**src/rtl/bscp_pkg.sv**
```systemverilog
package bscp_pkg;

	typedef logic [1:0] axis_t;

	localparam axis_t AXIS_X = 2'd0;
	localparam axis_t AXIS_Y = 2'd1;
	localparam axis_t AXIS_Z = 2'd2;

endpackage

```
**src/rtl/bscp_sqrt.sv**
```systemverilog
module bscp_sqrt import bscp_pkg::*; #(
	parameter int W = 32
) (
	input  logic           clk,
	input  logic           arst_n,
	input  logic           in_vld,
	input  logic [2*W-1:0] rad,
	output logic           out_vld,
	output logic [W-1:0]   root
);

	localparam int RW = W + 2;

	logic           vld_q  [1:W];
	logic [RW-1:0]  rem_q  [1:W];
	logic [W-1:0]   root_q [1:W];
	logic [2*W-1:0] rad_q  [1:W];

	// one result bit per stage, restoring
	for (genvar k = 0; k < W; k++) begin : g_st
		logic [RW-1:0]  c_rem;
		logic [W-1:0]   c_root;
		logic [2*W-1:0] c_rad;
		logic           c_vld;
		logic [RW:0]    t;
		logic [RW:0]    trial;
		logic [RW:0]    diff;
		logic           ge;

		if (k == 0) begin : g_in
			assign c_rem  = '0;
			assign c_root = '0;
			assign c_rad  = rad;
			assign c_vld  = in_vld;
		end else begin : g_mid
			assign c_rem  = rem_q[k];
			assign c_root = root_q[k];
			assign c_rad  = rad_q[k];
			assign c_vld  = vld_q[k];
		end

		assign t     = {c_rem[RW-2:0], c_rad[2*W-1 -: 2]};
		assign trial = {1'b0, c_root, 2'b01};
		assign ge    = (t >= trial);
		assign diff  = t - trial;

		always_ff @(posedge clk or negedge arst_n) begin
			if (!arst_n) begin
				vld_q[k+1] <= 1'b0;
			end else begin
				vld_q[k+1] <= c_vld;
			end
		end

		always_ff @(posedge clk) begin
			rem_q[k+1]  <= ge ? diff[RW-1:0] : t[RW-1:0];
			root_q[k+1] <= {c_root[W-2:0], ge};
			rad_q[k+1]  <= {c_rad[2*W-3:0], 2'b00};
		end
	end

	assign out_vld = vld_q[W];
	assign root    = root_q[W];

endmodule

```
**config.mk**
```make
export PLATFORM = sky130hd
export DESIGN_NAME = bscp_sqrt
export DESIGN_NICKNAME = d
export VERILOG_FILES = /design/src/rtl/bscp_pkg.sv /design/src/rtl/bscp_sqrt.sv
export SDC_FILE = /design/constraint.sdc
export NUM_CORES = 2
export LEC_CHECK = 0
export BUFFER_PORTS_ARGS = -buffer_cell sky130_fd_sc_hd__buf_2
export CORE_UTILIZATION = 45
export CTS_BUF_LIST = sky130_fd_sc_hd__clkbuf_2 sky130_fd_sc_hd__clkbuf_4 sky130_fd_sc_hd__clkbuf_8
export DETAILED_ROUTE_END_ITERATION = 8
export SLEW_MARGIN = 20
export SYNTH_ARGS = -nofsm -noshare
export SYNTH_HDL_FRONTEND = slang
export SYNTH_MEMORY_MAX_BITS = 65536
export SYNTH_SLANG_ARGS = --single-unit
```
**constraint.sdc**
```tcl
create_clock -name clk -period 4.6 [get_ports clk]
set_input_delay 0.23 -clock clk [delete_from_list [all_inputs] [get_ports clk]]
set_output_delay 0.23 -clock clk [all_outputs]
set_load 0.02 [all_outputs]
```
---- Word level (Yosys, flattened, before mapping) ----
Memory sizes are Yosys's and may differ from the RTL's.
Cells that the tools add are included.
storage, ports and cells
  memory bits (writable) .................. 4,096
  logic and storage cells ................. 131
  register bits ........................... 32
  memories kept ........................... 3
memories
  memory  depth  bits a word  rd ports  clocked after memory_dff  wr ports  RTL line         source
  rad_q   32     62           31        0                         32        bscp_sqrt.sv:17  logic [2*W-1:0] rad_q [1:W];
  rem_q   32     34           31        0                         32        bscp_sqrt.sv:15  logic [RW-1:0] rem_q [1:W];
  root_q  32     32           32        0                         32        bscp_sqrt.sv:16  logic [W-1:0] root_q [1:W];
cells by class
  muxes and demuxes ....................... 32
  add/subtract/negate cells ............... 32
  order comparisons ....................... 32
operator list
  cell                 count
  $mux 34              32
  $ge 35x34->1         31
  $sub 34x34->34       31
  $sub 2x1->3 const B  1
  $ge 2x1->1 const B   1

---- Longest topological paths before layout ----
An unclocked memory read counts as a cell.
  word-level depth ........................ 3
  gate-level depth with buffers ........... 14
  mapped depth without buffers ............ 12

---- Least setup slack after synthesis ----
OpenSTA, ideal clock, no wires.
  kind .................................... flip-flop to flip-flop
  from .................................... register rem_q[0][153] (netlist name)
  to ...................................... register rem_q[0][198] (netlist name)
  arrival ................................. 3.237 ns
  path buffers ............................ 2
  setup slack ............................. 1.234 ns
  period minus slack after synthesis ...... 3.366 ns
  cell stages (with the launch flop) ...... 11
  cell sequence ........................... dfxtp_1 > or4_4 > or4_1 > buf_2 > or4_1 > or4_4 > o311ai_4 > or3_1 > buf_6 > nor4_2 > xor2_1

==> flow_metrics.tcl <==
set metrics [dict create \
    clock_path_buffers 4 \
    clock.fmax_mhz 258 \
    p_seq_share_pct 47.7 \
    synth-seq-cells 2526 \
    synth_compound_area_share_pct 13.3 \
    grt_max_degree 60 \
    synth_cell_types 94 \
    syn-cell-area_um2 93700 \
    track_usage_pct 19.3 \
    start_util_pct 45.3 \
    place_congestion 0.895 \
    holdBufCountCts 134 \
    worstPathArrival_ps 4810 \
    critPathRequiredTime_ps 5520 \
    synth_nets 9923 \
    insertion_delay_ps 1140 \
    netlist.area_leader.share_pct 53.3 \
    antenna_found_initial 2 \
    firstDrtPassIters 6 \
    fin_worst_skew_ps 123 \
    p_int_mw 42.2 \
    crit_fanout 10 \
    synthCells 9295 \
    fp-row-count 167 \
    grt_pass1_vias 63935 \
    p_comb_share_pct 17.4 \
    critPathCaptureType "register" \
    setup_viol 0 \
    slew_violations 0 \
    drc 0 \
    cts_buffers 413 \
    drt-initial-drc-count 4126 \
    ys_seq_area_share_pct 54.1 \
    die_w_um 458 \
    design_area_um2 108000 \
    synthXorXnorAreaFrac_pct 7.28 \
    coreArea_um2 207000 \
    ir_worst_vdd_mv 0.346 \
    total_power_mw 59.2 \
    post_drt_wl_per_cell_um 16.0 \
    synth_top_family_by_area "compound AO/OA/AOI/OAI gates" \
    grt_pass1_wl_mm 330 \
    synthFlopType "dfxtp_1" \
    cts_tree "yes" \
    start_kind "register" \
    grt_overflow_total 0 \
    synthSimpleGateAreaFrac_pct 13.0 \
    ctsHtreeMaxLevel 5 \
    vias 65675 \
    final_hold_viol_count 0 \
    area_growth_pct 14.9 \
    r2r_slack_ps 720 \
    ant_nets 0 \
    routed_via_density 5.11 \
    post_cts_buffers 0 \
    rsz0062_at_grt "false" \
    dp_hpwl_mm 153 \
    die_h_um 458 \
    min_period_ps 3880 \
    p_sw_share_pct 28.7 \
    final_common_cell "dfxtp_1" \
    final_cell_mix "dfxtp_1 (2494), inv_1 (702), nand2_1 (589), a21oi_1 (584), nor2_1 (565)" \
    clockRootBuffer "clkbuf_8" \
    die-area_um2 210000 \
    dpl-instance-area_um2 97200 \
    critPathKind "register to register" \
    cts.sinks 2526 \
    ys_warn_count 0 \
    power_density_nw_per_um2 550 \
    clockPowerShare_pct 34.9 \
    avgSynthCellArea_um2 10.1 \
    fin_crit_sh_pct 84.4 \
    cts_resized 0 \
    leakagePower_nw 50.4 \
    tightest_slew_ps 1110 \
    p_switching_mw 17.0 \
    max_cap_viol_count 0 \
    synth_edf_count 0 \
    async_flop_share_pct 1.27 \
    drive_gt1_share_pct 10.3 \
    final.setup.tns_ps 0 \
    ios 100 \
    clk_pin_slew_worst_paths_ps 60 \
    maxSlewHeadroom_pct 25.6 \
    fill_cells 18693 \
    final_nets 10384 \
    synth_fa_ha_area_share_pct 7.49 \
    synth.mux.area_fraction_pct 1.09 \
    totalWireLength_mm 206 \
    synth_area_leaders "dfxtp_1 (53%), ha_1 (7.5%), xnor2_1 (3.9%), xor2_1 (3.4%), a21oi_1 (3.1%)" \
    min_path_type "input port to async pin" \
    synth_largest_area_cell "dfxtp_1" \
    status "completed" \
    portBuffers 99 \
]
==> cell usage after synthesis, types with 19 or more instances <==
cell type  count
and4_1        22
nand3_1      185
a211oi_1      60
xor2_1       363
nor4_1       128
mux2i_1       22
nor2b_1       85
or3_1        104
dfxtp_1     2494
a31oi_1       56
nor2_1       568
nand2b_1     107
or2_2         48
ha_1         561
and2_1        38
clkbuf_1     208
inv_1        702
a21o_1       252
a211o_1       19
o31ai_1       65
a21oi_1      584
o31a_1        25
nand2_1      589
o21a_1        98
o21ai_0      497
nand3b_1      31
dfrtp_1       32
a311oi_1      19
and3_1        52
a21boi_0      24
o211ai_1      42
o21bai_1      46
xnor2_1      416
nand4_1      118
or4_1         70
mux2_2        71
nor3_1       202
==> layer usage <==
layer	part of all wire [%]	GRT usage, %	up-vias
met4	3.2	7.55	0
met5	0	0	-
met2	48	32.8	1424
met3	4.6	3.37	411
li1	-	-	33117
met1	45	24.2	30723
==> through the flow <==
| stage | utilization, % | hold slack [ps] | setup WS, ps | std cells |
|---|---|---|---|---|
| 6_report | 52.0 | 225 | 717 | 12864 |
| 4_1_cts | 52.0 | 39.1 | 706 | 12861 |
| 2_1_floorplan | - | -65.6 | 1230 | 9295 |
| 3_3_place_gp | 47.0 | 298 | 768 | 11995 |
| 3_5_place_dp | 47.0 | 312 | 722 | 11995 |
| 5_1_grt | 52.0 | 173 | 550 | 12862 |
==> power groups by stage <==
stage | Combinational (mW) | Clock [mW] | Sequential, mW
global placement | 10.1 | 0 | 28.7
CTS | 10.3 | 21.4 | 28.3
finish | 10.3 | 20.7 | 28.2
global route | 11.6 | 22.5 | 28.7
detailed placement | 10.2 | 0 | 28.7
floorplan | 7.98 | 0 | 27.6
==> state kept, by name (all words and copies together), names as in the netlist <==
signal and count:
g_st.c_vld 31, out_vld 1, rad_q 992, rem_q 974, root_q 528
==> path summary, 6_finish.rpt <==
path / to / cells past startpoint / start
worst min-delay path: g_st[29].c_vld / 4 / arst_n
worst min register to register: rad_q[0][1177] / 0 / rad_q[0][1113]
worst max register to register: rem_q[0][194] / 8 / rem_q[0][153]
min in group clk: rad_q[0][1177] / 0 / rad_q[0][1113]
max in group asynchronous: g_st[14].c_vld / 4 / arst_n
worst max-delay path: rem_q[0][194] / 8 / rem_q[0][153]
==> logic make-up (layout without fill, tap and decap cells) <==
group                      count (synthesis)  in the layout
AOI/OAI and AO/OA                       1976           1976
xor gates and xnor gates                 779            779
adders and majority gates                561            561
buffers and inverters                    933           1711
DFF                                     2526           2526
muxes                                     93             93
other                                      1              4
and+or+nand+nor                         2426           2426
==> critical path: stages, from the launching register on <==
cell and delay, ps:
dfxtp_1 320, or4_4 560, or4_1 580, or4_1 590
or4_4 610, o311ai_4 350, or3_1 470, nor3_2 80
xor2_1 150
==> cell type report <==
cell class              instances  area [µm²]  share of cell area (%)
clock buffers                 620        7870                    7.31
diodes                          3        7.51                 0.00697
clock inverters               112        1180                    1.10
repair buffers                272        2160                    2.01
inverters                     707        2650                    2.46
flip-flops and latches       2526       50700                    47.1
multi-input cells            5836       39600                    36.8
well taps                    2788        3490                    3.24
No activity file was read; power rests on OpenSTA's default activity.
